===== config.mk =====
export PLATFORM = sky130hd
export DESIGN_NAME = memory_node_selector
export DESIGN_NICKNAME = d
export VERILOG_FILES = /design/src/hdl/mnsel_pkg.sv /design/src/hdl/mnsel_table.sv /design/src/hdl/mnsel_cmp.sv /design/src/hdl/memory_node_selector.sv
export VERILOG_INCLUDE_DIRS = /design/src /design/src/hdl
export SDC_FILE = /design/constraint.sdc
export NUM_CORES = 1
export LEC_CHECK = 0
export ABC_AREA = 1
export BUFFER_PORTS_ARGS = -buffer_cell sky130_fd_sc_hd__buf_2
export CAP_MARGIN = 20
export CORE_ASPECT_RATIO = 1.2
export CORE_MARGIN = 2
export CORE_UTILIZATION = 54
export DETAILED_ROUTE_END_ITERATION = 10
export GPL_TIMING_DRIVEN = 0
export MAX_ROUTING_LAYER = met4
export PLACE_DENSITY = 0.76
export RECOVER_POWER = 50
export SLEW_MARGIN = 20
export SYNTH_ARGS = -nofsm -noshare
export SYNTH_HDL_FRONTEND = slang
export SYNTH_SLANG_ARGS = --single-unit

===== constraint.sdc =====
create_clock -name i_clk -period 10.02 [get_ports i_clk]
set_clock_uncertainty 0.2 [all_clocks]
set_input_delay 0.501 -clock i_clk [delete_from_list [all_inputs] [get_ports i_clk]]
set_output_delay 0.501 -clock i_clk [all_outputs]
set_load 0.005 [all_outputs]

===== src/hdl/memory_node_selector_macros.svh =====
// Assertion macros for the memory node selector.
`ifndef MEMORY_NODE_SELECTOR_MACROS_SVH
`define MEMORY_NODE_SELECTOR_MACROS_SVH

// Same-cycle implication, disabled while reset is held.
`define MNSEL_ASSERT_NOW(lbl, clk, rst_n, ante, cons, msg) \
    lbl: assert property (@(posedge clk) disable iff (!rst_n) (ante) |-> (cons)) \
        else $error(msg);

// Next-cycle implication, disabled while reset is held.
`define MNSEL_ASSERT_NEXT(lbl, clk, rst_n, ante, cons, msg) \
    lbl: assert property (@(posedge clk) disable iff (!rst_n) (ante) |=> (cons)) \
        else $error(msg);

`endif


===== src/hdl/mnsel_pkg.sv =====
// Shared types and constants of the memory node selector.
`default_nettype none
package mnsel_pkg;
    localparam int ID_W    = 8;
    localparam int RAM_W   = 48;
    localparam int CNT_W   = 32;
    localparam int PHASE_W = 16;
    localparam int MODE_W  = 2;
    localparam int CFG_IDX_W  = 3;
    localparam int CFG_DATA_W = 16;
    localparam int IN_DATA_W  = 184;
    localparam int OUT_DATA_W = 56;

    localparam logic KIND_STATUS  = 1'b0;
    localparam logic KIND_CONSULT = 1'b1;

    localparam logic [MODE_W-1:0] MODE_RR      = 2'd0;
    localparam logic [MODE_W-1:0] MODE_TRAFFIC = 2'd1;

    localparam logic [CFG_IDX_W-1:0] CFG_MODE     = 3'd4;
    localparam logic [CFG_IDX_W-1:0] CFG_INTERVAL = 3'd5;

    typedef struct packed {
        logic [RAM_W-1:0] total_ram;
        logic [RAM_W-1:0] free_ram;
        logic [CNT_W-1:0] request_count;
    } t_slot_data;
endpackage
`default_nettype wire


===== src/hdl/mnsel_table.sv =====
// Slot status table: one write port, one scan read port, cleared at reset.
`default_nettype none
module mnsel_table #(
    parameter int DEPTH = 4,
    parameter int IDX_W = 2
) (
    input  wire logic                i_clk,
    input  wire logic                i_rst_n,
    input  wire logic                i_wr_en,
    input  wire logic [IDX_W-1:0]    i_wr_idx,
    input  wire mnsel_pkg::t_slot_data i_wr_data,
    input  wire logic [IDX_W-1:0]    i_rd_idx,
    output mnsel_pkg::t_slot_data    o_rd_data
);
    import mnsel_pkg::*;

    t_slot_data r_slot [DEPTH];

    always_ff @(posedge i_clk) begin
        if (!i_rst_n) begin
            for (int i = 0; i < DEPTH; i++) begin
                r_slot[i] <= '0;
            end
        end else if (i_wr_en) begin
            r_slot[i_wr_idx] <= i_wr_data;
        end
    end

    assign o_rd_data = r_slot[i_rd_idx];
endmodule
`default_nettype wire


===== src/hdl/mnsel_cmp.sv =====
// Shared scan comparator: fewest requests (ties later) or most free RAM (ties first).
`default_nettype none
module mnsel_cmp (
    input  wire logic                        i_least,
    input  wire logic                        i_first,
    input  wire logic [mnsel_pkg::RAM_W-1:0] i_cand,
    input  wire logic [mnsel_pkg::RAM_W-1:0] i_best,
    output logic                             o_take
);
    import mnsel_pkg::*;

    always_comb begin
        if (i_first) begin
            o_take = 1'b1;
        end else if (i_least) begin
            o_take = (i_cand <= i_best);
        end else begin
            o_take = (i_cand > i_best);
        end
    end
endmodule
`default_nettype wire


===== src/hdl/memory_node_selector.sv =====
// Memory node selector top level: config, sequencer, pick state and result register.
//
//  channel   dir  width          contents
//  s_axis    in   tdata 184      status or consult item, tuser = kind
//  m_axis    out  tdata 56       pick result, tuser = sender_known
//  cfg       in   idx 3, data 16 register writes, no read-back
//
// A status transfer holds tready low while its slot is updated; a consult
// also passes the scan state when the pick scans the table (least traffic at a
// rescan, most free RAM), one compare per slot in mnsel_cmp, and skips it otherwise.
// The result waits in the output register; a stall holds the sequencer at its
// last step only when the next result meets a still-full register.
// Reset is synchronous, active low, and clears the table at once.
`default_nettype none
module memory_node_selector #(
    parameter int NODE_COUNT = 4
) (
    input  wire logic                                i_clk,
    input  wire logic                                i_rst_n,
    input  wire logic                                s_axis_tvalid,
    output logic                                     s_axis_tready,
    // src_node_id, total_ram, free_ram, request_count, request_length
    input  wire logic [mnsel_pkg::IN_DATA_W-1:0]     s_axis_tdata,
    // kind
    input  wire logic                                s_axis_tuser,
    output logic                                     m_axis_tvalid,
    input  wire logic                                m_axis_tready,
    // chosen_node_id, granted_length
    output logic [mnsel_pkg::OUT_DATA_W-1:0]         m_axis_tdata,
    // sender_known
    output logic                                     m_axis_tuser,
    input  wire logic                                i_cfg_we,
    input  wire logic [mnsel_pkg::CFG_IDX_W-1:0]     i_cfg_idx,
    input  wire logic [mnsel_pkg::CFG_DATA_W-1:0]    i_cfg_data
);
    import mnsel_pkg::*;
`include "memory_node_selector_macros.svh"

    localparam int SLOT_W = (NODE_COUNT > 1) ? $clog2(NODE_COUNT) : 1;
    localparam logic [SLOT_W-1:0] LAST_SLOT = SLOT_W'(NODE_COUNT - 1);

    localparam logic [1:0] S_IDLE = 2'd0;
    localparam logic [1:0] S_UPD  = 2'd1;
    localparam logic [1:0] S_SCAN = 2'd2;
    localparam logic [1:0] S_DONE = 2'd3;

    // configuration
    logic [ID_W-1:0]    r_node_id [NODE_COUNT];
    logic [MODE_W-1:0]  r_mode;
    logic [PHASE_W-1:0] r_interval;

    always_ff @(posedge i_clk) begin
        if (!i_rst_n) begin
            for (int i = 0; i < NODE_COUNT; i++) begin
                r_node_id[i] <= ID_W'(i);
            end
            r_mode     <= MODE_RR;
            r_interval <= 16'd1;
        end else if (i_cfg_we) begin
            if (int'(i_cfg_idx) < NODE_COUNT) begin
                r_node_id[i_cfg_idx[SLOT_W-1:0]] <= i_cfg_data[ID_W-1:0];
            end else if (i_cfg_idx == CFG_MODE) begin
                r_mode <= i_cfg_data[MODE_W-1:0];
            end else if (i_cfg_idx == CFG_INTERVAL) begin
                r_interval <= i_cfg_data;
            end
        end
    end

    // held item
    logic             r_kind;
    logic [ID_W-1:0]  r_src;
    t_slot_data       r_item;
    logic [RAM_W-1:0] r_len;
    logic             r_known;

    // sequencer and pick state
    logic [1:0]         r_state,     n_state;
    logic [SLOT_W-1:0]  r_scan_idx,  n_scan_idx;
    logic [SLOT_W-1:0]  r_best_idx,  n_best_idx;
    logic [RAM_W-1:0]   r_best_val,  n_best_val;
    logic [PHASE_W-1:0] r_rr_phase,  n_rr_phase;
    logic [SLOT_W-1:0]  r_rr_slot,   n_rr_slot;
    logic [PHASE_W-1:0] r_tr_phase,  n_tr_phase;
    logic [ID_W-1:0]    r_last,      n_last;
    logic               r_out_valid, n_out_valid;
    logic [ID_W-1:0]    r_out_id;
    logic [RAM_W-1:0]   r_out_len;
    logic               r_out_known;

    logic               w_accept;
    logic               w_hit;
    logic [SLOT_W-1:0]  w_hit_idx;
    logic               w_least;
    logic               w_need_scan;
    logic [PHASE_W-1:0] w_ival;
    logic [PHASE_W-1:0] w_rr_inc;
    logic [SLOT_W:0]    w_slot_inc;
    logic [SLOT_W-1:0]  w_rr_slot_nx;
    logic [PHASE_W-1:0] w_tr_inc;
    logic [ID_W-1:0]    w_pick;
    logic               w_load;
    logic [RAM_W-1:0]   w_cand;
    logic               w_take;
    t_slot_data         w_rd;

    assign s_axis_tready = (r_state == S_IDLE);
    assign w_accept      = s_axis_tvalid && s_axis_tready;

    always_comb begin
        w_hit     = 1'b0;
        w_hit_idx = '0;
        for (int i = NODE_COUNT - 1; i >= 0; i--) begin
            if (r_node_id[i] == r_src) begin
                w_hit     = 1'b1;
                w_hit_idx = SLOT_W'(i);
            end
        end
    end

    mnsel_table #(
        .DEPTH (NODE_COUNT),
        .IDX_W (SLOT_W)
    ) u_table (
        .i_clk     (i_clk),
        .i_rst_n   (i_rst_n),
        .i_wr_en   ((r_state == S_UPD) && w_hit),
        .i_wr_idx  (w_hit_idx),
        .i_wr_data (r_item),
        .i_rd_idx  (r_scan_idx),
        .o_rd_data (w_rd)
    );

    assign w_least = (r_mode == MODE_TRAFFIC);
    assign w_cand  = w_least ? {{(RAM_W - CNT_W){1'b0}}, w_rd.request_count} : w_rd.free_ram;

    mnsel_cmp u_cmp (
        .i_least (w_least),
        .i_first (r_scan_idx == '0),
        .i_cand  (w_cand),
        .i_best  (r_best_val),
        .o_take  (w_take)
    );

    assign w_ival      = (r_interval == '0) ? 16'd1 : r_interval;
    assign w_need_scan = (r_mode != MODE_RR) && !(w_least && (r_tr_phase != '0));
    assign w_rr_inc    = r_rr_phase + 16'd1;
    assign w_slot_inc  = {1'b0, r_rr_slot} + {{SLOT_W{1'b0}}, 1'b1};
    assign w_tr_inc    = r_tr_phase + 16'd1;

    always_comb begin
        n_rr_phase   = r_rr_phase;
        n_rr_slot    = r_rr_slot;
        n_tr_phase   = r_tr_phase;
        n_last       = r_last;
        w_rr_slot_nx = r_rr_slot;
        if ((w_rr_inc >= w_ival) || (w_rr_inc == '0)) begin
            w_rr_slot_nx = (int'(w_slot_inc) >= NODE_COUNT) ? '0 : w_slot_inc[SLOT_W-1:0];
        end
        case (r_mode)
            MODE_RR: begin
                w_pick = r_node_id[w_rr_slot_nx];
            end
            MODE_TRAFFIC: begin
                w_pick = (r_tr_phase == '0) ? r_node_id[r_best_idx] : r_last;
            end
            default: begin
                w_pick = r_node_id[r_best_idx];
            end
        endcase
        w_load = (r_state == S_DONE) && (!r_out_valid || m_axis_tready);
        if (w_load) begin
            if (r_mode == MODE_RR) begin
                n_rr_slot  = w_rr_slot_nx;
                n_rr_phase = ((w_rr_inc >= w_ival) || (w_rr_inc == '0)) ? '0 : w_rr_inc;
            end else if (w_least) begin
                n_last     = w_pick;
                n_tr_phase = (w_tr_inc >= w_ival) ? '0 : w_tr_inc;
            end
        end
    end

    always_comb begin
        n_state     = r_state;
        n_scan_idx  = r_scan_idx;
        n_best_idx  = r_best_idx;
        n_best_val  = r_best_val;
        n_out_valid = r_out_valid;
        if (r_out_valid && m_axis_tready) begin
            n_out_valid = 1'b0;
        end
        case (r_state)
            S_IDLE: begin
                if (w_accept) begin
                    n_state = S_UPD;
                end
            end
            S_UPD: begin
                n_scan_idx = '0;
                if (r_kind == KIND_STATUS) begin
                    n_state = S_IDLE;
                end else if (w_need_scan) begin
                    n_state = S_SCAN;
                end else begin
                    n_state = S_DONE;
                end
            end
            S_SCAN: begin
                if (w_take) begin
                    n_best_idx = r_scan_idx;
                    n_best_val = w_cand;
                end
                if (r_scan_idx == LAST_SLOT) begin
                    n_state = S_DONE;
                end else begin
                    n_scan_idx = r_scan_idx + {{(SLOT_W - 1){1'b0}}, 1'b1};
                end
            end
            S_DONE: begin
                if (w_load) begin
                    n_out_valid = 1'b1;
                    n_state     = S_IDLE;
                end
            end
            default: begin
                n_state = S_IDLE;
            end
        endcase
    end

    always_ff @(posedge i_clk) begin
        if (!i_rst_n) begin
            r_state     <= S_IDLE;
            r_scan_idx  <= '0;
            r_best_idx  <= '0;
            r_rr_phase  <= '0;
            r_rr_slot   <= '0;
            r_tr_phase  <= '0;
            r_last      <= '0;
            r_out_valid <= 1'b0;
        end else begin
            r_state     <= n_state;
            r_scan_idx  <= n_scan_idx;
            r_best_idx  <= n_best_idx;
            r_rr_phase  <= n_rr_phase;
            r_rr_slot   <= n_rr_slot;
            r_tr_phase  <= n_tr_phase;
            r_last      <= n_last;
            r_out_valid <= n_out_valid;
        end
    end

    always_ff @(posedge i_clk) begin
        r_best_val <= n_best_val;
        if (w_accept) begin
            r_kind               <= s_axis_tuser;
            r_src                <= s_axis_tdata[7:0];
            r_item.total_ram     <= s_axis_tdata[55:8];
            r_item.free_ram      <= s_axis_tdata[103:56];
            r_item.request_count <= s_axis_tdata[135:104];
            r_len                <= s_axis_tdata[183:136];
        end
        if (r_state == S_UPD) begin
            r_known <= w_hit;
        end
        if (w_load) begin
            r_out_id    <= w_pick;
            r_out_len   <= r_len;
            r_out_known <= r_known;
        end
    end

    assign m_axis_tvalid = r_out_valid;
    assign m_axis_tdata  = {r_out_len, r_out_id};
    assign m_axis_tuser  = r_out_known;

    `MNSEL_ASSERT_NEXT(a_accept_to_upd, i_clk, i_rst_n, w_accept, r_state == S_UPD,
        "transfer not followed by update")
    `MNSEL_ASSERT_NEXT(a_status_no_result, i_clk, i_rst_n,
        (r_state == S_UPD) && (r_kind == KIND_STATUS), r_state == S_IDLE,
        "status item did not return to idle")
    `MNSEL_ASSERT_NOW(a_rr_slot_range, i_clk, i_rst_n, 1'b1, int'(r_rr_slot) < NODE_COUNT,
        "round robin slot out of range")
    `MNSEL_ASSERT_NOW(a_scan_range, i_clk, i_rst_n, r_state == S_SCAN,
        int'(r_scan_idx) < NODE_COUNT, "scan index out of range")
endmodule
`default_nettype wire


==> run summary, run 1 <==
The flow ran to the end, but the final reports show violations. The checks that failed: capacitance limit, slew limit. The layout has 3974 filler cells.

Counting cells, the worst reg-to-reg path comes to 21. The global routing usage summed across all routing layers was 29.3%; the share of synthesized registers carrying an async set or reset was 0%. Ranked by total cell area, the synthesized netlist is headed by edfxtp_1, nor2_1, dfxtp_1. Summed over all layers, the routed wires come to 80.0 mm. The tools report the max-slew violation count as 8. In the routed design, unresolved DRC markers number 0.

During synthesis, Yosys emitted a total of 0 warnings. The die boundary height was 259 µm. The run gives 53600 µm² as the core outline area. The tools report the hold violation count in the final report as 0.

VDD sags by at most 0.179 mV. In the routed layout, each cell is associated on average with a via count of 5.62. The final setup violation count came out at 0. Data arrives at the worst endpoint at 6.15 ns. In the final layout, the multi-input gates occupy 8400 µm². The tools report the type of destination of the critical path as a register.

Entering global routing, the biggest net connects 47 pins. Setup slack on the worst reg-to-reg path comes out at 3.95 ns. The critical path goes through inv_1 -> nor2_1 -> inv_1 -> clkbuf_1 -> clkbuf_1 -> nor2_1 -> a31oi_1 -> ha_1 -> nand2_1 -> inv_1 -> nand3_1 -> nor3_1 -> o21ai_0 -> nand2_1 -> nand3_1 -> nand3_1 -> nand3_1 -> nand3b_1 -> nand2_1 -> inv_2 -> buf_12. After clock tree synthesis, the setup repair step added 0 buffers. Setup repair after global routing left no endpoint under its margin. The post-placement cell count was 3700; the area taken by flip-flops and latches was 19300 µm². In this run the power density over the cells is 185 nW/µm². For the initial core utilization, the log shows 54.5%.

The number of stages on the worst hold path is 3. The run gives 0 as the remaining global-route overflow. At the pin with the least slew margin, the transition time is 1.55 ns. The logs give 0 ns for the final sum of negative setup slack and 0.0187 ns for the final hold slack. On the worst path, the slowest cell contributes a delay of 0.80 ns.

The run gives 0.63 ns as the insertion delay of the later-clocked pin in the worst-skew pair. Dominant cell type by count on the critical path: nand3_1. Count of standard-cell rows: 93.

Counting I/O delays and the setup requirement, the final critical path takes 6.07 ns. The most numerous cell in the Yosys netlist is nor2_1. Timing analysis after detailed placement gives a worst setup slack of 4.20 ns. TritonCTS created 68 clock buffers.

Normalized max-slew margin: -4.12%. The tools report the H-tree depth as 3. The initial antenna violation count was 2.

The run gives 65.9% as the fraction of the yosys area taken by sequential cells. For the number of library cell types mapped by synthesis, the log shows 51. In this run the clock root is driven by a clkbuf_16.

Relative to the synthesized area, the layout overhead comes to 20.2%. The synthesized design spends more area on one cell type than any other, namely edfxtp_1. Clock-pin slew reported for the worst setup and hold paths after clock tree synthesis: 0.06 ns.

The cell area after synthesis was 29200 µm². Count of placed standard cells in the final layout, fillers left out: 3972. The longest clock path from root to sink contains 3 buffers. Routability-driven placement finished with a final weighted congestion of 0.897.

Of the available clock period, the critical path in the final layout requires 60.5%. Derived from the worst setup path, the maximum achievable clock frequency is 0.165 GHz. The chip width is 216 µm, and the post-synthesis cell count is 2750.

268 I/O pins were placed. The die covers 56000 µm². The residual antenna-violating net count after detailed routing was 0. Before antenna repair, the detailed router went through 8 iterations. On the critical path, the stage with the largest delay is an instance of nor2_1.

The most used flip-flop cell after synthesis is edfxtp_1. For the worst setup path, the data required time is 10.11 ns. The logs give 3045 for the net count after synthesis and 122 mm for the wire length of the first global-routing pass. By count the netlist is led by nor2_1, edfxtp_1, inv_1. In this run, synthesis produced a sequential element count of 666. The share of layout cells above drive strength 1 was 9.33%. Final worst-path setup slack: 3.95 ns. The finished cells cover 35200 µm².

The placed standard-cell area came out at 31700 µm². The critical path is of the reg2reg type. Along the worst path, the maximum fanout reaches 32. Buffers placed on the I/O ports in this run total 218. STA classifies the critical path startpoint as a register.

Clock tree synthesis found a total of 666 sinks. The completed layout was analyzed and its total power is 6.51 mW. Leakage power of the design: 14.0 nW. TritonCTS built the clock tree. The max-capacitance violation count is 2. A synthesized cell averages 10.6 µm². Summing over every cut layer, the via total after detailed routing is 22335. The tools report the net count reported at finish as 3498.

In this run, synthesis inferred 595 flip-flops with an integrated enable. The utilization of the core after routing is 65.6%, and the DRC violation total after the first TritonRoute iteration is 2298. The run gives 53.8 mm as the final HPWL from detailed placement. After synthesis, the largest area contributor takes up 61.1% of total cell area. The number of global-route vias before repair is 22354. The worst hold path class is in2reg.

In the final routed layout, each cell accounts on average for 20.1 µm.
kinds of logic (layout without fill, tap and decap cells):
group	Yosys count	after routing	synth area share, %
DFF	666	666	65.9
adders and majority gates	86	86	3.68
AOI/OAI and AO/OA	426	426	7.90
buffers and inverters	413	921	5.39
and+or+nand+nor	1121	1121	16.0
other	0	2	0
xor gates and xnor gates	38	38	1.14
metal layers:
| metal | track usage [%] | vias to the layer above | wire [µm] |
|---|---|---|---|
| li1 | - | 10274 | - |
| met1 | 34.5 | 10585 | 29400 |
| met2 | 49.0 | 1221 | 39900 |
| met3 | 4.75 | 255 | 7090 |
| met4 | 14.6 | 0 | 3600 |
| met5 | - | - | 0 |
critical path: cells and delay by family (launching register included):
kind / cells / cell delay, ns
AND/OR/NAND/NOR: 11 / 2.57
buffers and inverters: 7 / 1.96
flip-flops: 1 / 0.37
adder cells (fa/ha/maj): 1 / 0.33
AO/OA/AOI/OAI: 2 / 0.26
registers in the layout, indices dropped and copies added, names as in the netlist, 32 cells and up, named ones only:
register and count:
r_len 48, r_node_id 32, r_out_len 48, u_table.r_slot 320
r_item 80, r_best_val 48
final timing paths:
| path | startpoint | end |
|---|---|---|
| setup / recovery | r_mode[0]$_SDFFE_PN0P_ | r_best_val[13]$_DFFE_PP_ |
| hold / removal | i_cfg_data[4] | r_interval[4]$_SDFFE_PN0P_ |
| setup reg to reg | r_mode[0]$_SDFFE_PN0P_ | r_best_val[13]$_DFFE_PP_ |
| hold reg to reg | r_len[36]$_DFFE_PP_ | r_out_len[36]$_DFFE_PP_ |
timing repair:
| item | CTS | global route |
|---|---|---|
| hold buffers | 145 | 0 |
| hold endpoints to repair | 145 | 0 |
| resized for setup | 0 | 0 |
cells in the final DEF, fill, tap and decap left out, types with 8 or more instances in the layout:
master / instances
clkbuf_16: 71
nand2_1: 252
xnor2_1: 14
nand2_2: 9
a21oi_1: 118
nor3_1: 57
clkbuf_1: 197
clkinv_2: 9
dfxtp_1: 71
nor2_1: 665
xor2_1: 24
buf_2: 155
dlygate4sd3_1: 145
inv_1: 286
nand4_1: 21
a31oi_1: 34
bufinv_16: 8
ha_1: 86
nand3_1: 76
o21ai_0: 209
edfxtp_1: 595
clkinv_1: 16
o22ai_1: 36
power by group:
part           switching, mW  internal (mW)
Sequential            0.0578           3.18
Clock                   1.09           1.52
Combinational          0.436          0.219
area by class of cell:
type	instances	share of cell area [%]
Antenna cell	2	0.0142
Sequential cell	666	54.8
Multi-Input combinational cell	1671	23.9
Clock buffer	83	5.21
Buffer	122	1.37
Inverter	291	3.11
Clock inverter	42	1.26
Timing Repair Buffer	383	7.78
Tap cell	712	2.53
Power figures use the tool's default switching activity.
==> run 2, diff against run 1 <==
ABC_AREA = 0   (was 1)
CORE_UTILIZATION = 60   (was 54)
PLACE_DENSITY = 0.8   (was 0.76)
clock period = 6.1 ns   (was 10.02 ns; I/O delays follow)
==> run 2 against run 1 <==
- the flow still finishes with violations (capacitance limit, slew limit)
- power grew 56%
- count of clock-buffer cells in the layout shrank 2
- first-iteration DRC count shrank 25%
- maximum frequency grew 6.3%
- area after synthesis is essentially flat
- die area shrank 9.8%
- highest routed layer unchanged
==> run summary, run 2 <==
The run gives 0 (unchanged) as the number of design rule violations left after detail routing. The global routing usage summed across all routing layers is 29.1% (-0.14 points). Setup repair after global routing left no endpoint under its margin. The area added between synthesis and finish was 20.1%. TritonCTS built the clock tree. The tools report the net count after synthesis as 2300 (-24%).

In this run the critical register-to-register path is captured at r_best_val[2]$_DFFE_PP_. The biggest area consumer among synthesized cells is edfxtp_1. The kind of critical path was reg2reg.

The share of layout cells above drive strength 1 works out to 15.6% (+6.2 points). For the DRC violation total after the first TritonRoute iteration, the log shows 1728 (-25%). The number of I/O port buffers works out to 218 (unchanged).

After synthesis, the most frequently instantiated cells are edfxtp_1, and2_1, nand2_1. The maximum net fanout on the critical path is 48 (+50%), and the die outline area is 50600 µm² (-9.8%). The share of synthesized registers carrying an async set or reset works out to 0% (unchanged). By instance count, the leading cell after synthesis is edfxtp_1. The flip-flop count of the largest register after layout was 320 (unchanged). The leakage power of the design was 13.1 nW (-6.5%); the final weighted congestion in routability-driven placement was 0.905 (+0.95%).

The highest clock rate is 0.175 GHz (+6.3%). The critical path starts at r_mode[1]$_SDFFE_PN0P_. Detail-routed via count per cell: 5.91 (+5.2%). The normalized max-slew margin is -107% (-100 points).

Number of global-route vias before repair: 19320 (-14%). The tools report the count of yosys warnings during synthesis as 0 (unchanged). The run gives 666 (unchanged) as the CTS sink count. In the layout the commonest cells are edfxtp_1, and2_1, clkbuf_1. By area the synthesized netlist is led by edfxtp_1, and2_1, mux4_2. The tools report the insertion delay of the later-clocked pin in the worst-skew pair as 0.62 ns (about the same). The run gives 45.7 mm (-15%) as the final HPWL from detailed placement. The post-synthesis sequential element count works out to 666 (unchanged). The logs give 0.342 mV (+91%) for the largest vdd supply drop and 0.0654 ns (+0.0467 ns) for the final hold slack.

The capturing element of the worst setup path is r_best_val[2]$_DFFE_PP_. The launching point of the worst reg2reg path was r_mode[1]$_SDFFE_PN0P_. The pin count of the biggest net entering global routing was 59 (+26%); the total iterations of the first detailed-routing run was 6 (-2).

The count of flip-flops with a built-in enable after synthesis is 595 (unchanged), and the routed via count is 18679 (-16%). The run finished, with violations left. The run gives 0 (unchanged) as the final setup violation count.

The initial antenna violation count was 1 (-1). The highest metal layer used by the detailed router is met4. Net count reported at finish: 2773 (-21%). The utilization of the core after routing is 73.0% (+7.5 points), and the final worst-path setup slack is 0.395 ns (-3.56 ns).

The slew at the pin closest to its max-slew limit was 3.10 ns (+1.55 ns). For the hold violation count in the final report, the log shows 0 (unchanged). The die boundary height came out at 246 µm (-5.0%).

The fraction of the yosys area taken by sequential cells is 65.9% (about the same). The most used flip-flop cell after synthesis was edfxtp_1. The logs give 0 (unchanged) for the number of post-CTS setup repair buffers and 0 (unchanged) for the residual antenna-violating net count after detailed routing. CTS placed an instance of clkbuf_16 at the clock tree root.

The logs give 5.77 ns (-0.38 ns) for the arrival time at the worst endpoint and 26.1 mm (-11%) for the detailed-routing wirelength on met1. The number of buffers created by CTS was 67 (-1.5%). The share of the synthesized area in the top cell type was 61.1% (about the same).

The final reports fail on capacitance limit, slew limit. The worst setup path is launched from a register. More flip-flops sit in one register than any other, and that register is u_table.r_slot. The run gives 2005 (-27%) as the post-synthesis cell count. The largest registers in the layout are u_table.r_slot (320), r_item (80). The final period utilization is 93.5% (+33 points), and the length of routed met3 wiring is 4.60 mm (-35%). The logs give 6.16 ns (-3.95 ns) for the required time at the endpoint of the critical path and 0.456 ns (-3.74 ns) for the pre-CTS worst setup slack. The max-capacitance violation count is 3 (+1), and the number of top-level pins is 268 (unchanged). The met2 layer wire length in the routed design is 37.3 mm (-6.3%), and the cell area after synthesis is 29300 µm² (about the same).

The synthesized area per cell came out at 14.6 µm² (+37%). The clock-pin slew reported for the worst setup and hold paths after clock tree synthesis was 0.07 ns (about the same); the aggregate routed wire length was 71.0 mm (-11%). The mean routed wirelength per cell is 22.5 µm (+12%), and the wire length of the first global-routing pass is 107 mm (-12%).

The length in cells of the worst reg-to-reg path was 15 (-29%); the max-slew violation count was 141 (+133). The worst hold path class is in2reg. The number of library cell types mapped by synthesis is 67 (+31%).

The tools report the H-tree depth as 3 (unchanged). Leaving out fill and tap cells, the most frequent cell in the layout is edfxtp_1. The power per unit of standard cell area is 288 nW/µm² (+56%).

Remaining global-route overflow: 0 (unchanged). For the count of standard-cell rows, the log shows 88 (-5.4%). Type of destination of the critical path: a register. For the core outline area, the log shows 48100 µm² (-10%). The internal reg-to-reg setup slack is 0.39 ns (-3.56 ns), and the largest buffer count on any clock path is 3 (unchanged).

The initial core utilization was 60.8% (+6.3 points). The chip width is 206 µm (-5.0%), and the minimum clock period is 5.71 ns (-0.361 ns).
run 2: cell count changes after synthesis, sizes merged, moves of 88 or more:
cell	before	now
mux4	0	88
nand2	269	92
nor2	674	70
inv	287	90
o21ai	212	32
and2	1	344
run 2: worst min-delay path by stage:
stage	start	end	slack, ns	cells past startpoint
5_1_grt	i_cfg_we	r_node_id[3][1]$_DFFE_PP_	0.10	3
3_5_place_dp	r_len[26]$_DFFE_PP_	r_out_len[26]$_DFFE_PP_	0.20	0
2_1_floorplan	r_known$_DFFE_PP_	m_axis_tuser$_DFFE_PP_	0.20	0
3_3_place_gp	r_len[11]$_DFFE_PP_	r_out_len[11]$_DFFE_PP_	0.20	0
4_1_cts	i_cfg_we	r_node_id[3][1]$_DFFE_PP_	0.0004	3
6_report	i_cfg_we	r_node_id[3][1]$_DFFE_PP_	0.07	3
run 2: kinds of logic after synthesis:
group	count (synthesis)	share of synthesized area [%]
DFF	666	65.9
muxes	142	8.82
xor gates and xnor gates	62	1.86
adders and majority gates	86	3.68
AOI/OAI and AO/OA	184	4.05
and+or+nand+nor	678	13.2
buffers and inverters	187	2.43
run 2: layout make-up:
class,count,area [µm²]
inverters,91,343
multi-input cells,1152,9310
repair buffers,404,2860
fillers,2939,13000
flip-flops and latches,666,19300
diodes,1,2.50
clock inverters,37,425
clock buffers,81,1760
plain buffers,96,374
well taps,630,788
run 2: metal layers:
metal	up-vias	GRT usage [%]
met1	9234	33.9
met4	0	12.5
met2	854	50.7
li1	8375	-
met5	-	-
met3	216	3.87
run 2: stage by stage:
stage	setup TNS (ns)	total power, mW	area (µm²)	cells
2_1_floorplan	0	5.70	29300	2005
3_3_place_gp	-549.50	5.93	31200	2853
3_5_place_dp	0	5.97	31600	2878
4_1_cts	0	10.1	35400	3157
5_1_grt	0	10.4	35100	3158
6_report	0	10.1	35100	3158
run 2: critical path: stages, from the launching register on:
cell and delay (ns):
dfxtp_1 0.46, nand2b_1 0.14, clkbuf_1 0.35, clkbuf_1 0.74, clkbuf_1 0.70, and2_1 0.28
ha_1 0.16, nand2_1 0.08, nor4_1 0.36, a22oi_1 0.13, a32oi_1 0.54, mux2i_1 0.15
a31oi_1 0.34, xnor2_1 0.19, o211a_4 0.23, buf_16 0.27
run 2: report_power, final:
group,internal (mW),leakage (nW),switching [mW],total [mW]
combinational,0.300,5.58,0.381,0.681
sequential,5.18,6.45,0.100,5.28
clock,2.41,1.05,1.75,4.16
total,7.89,13.1,2.23,10.1
run 2: what timing repair did:
| item | CTS | global route |
|---|---|---|
| resized for setup | 0 | 0 |
| hold buffers | 161 | 0 |
| hold endpoints to repair | 190 | 0 |
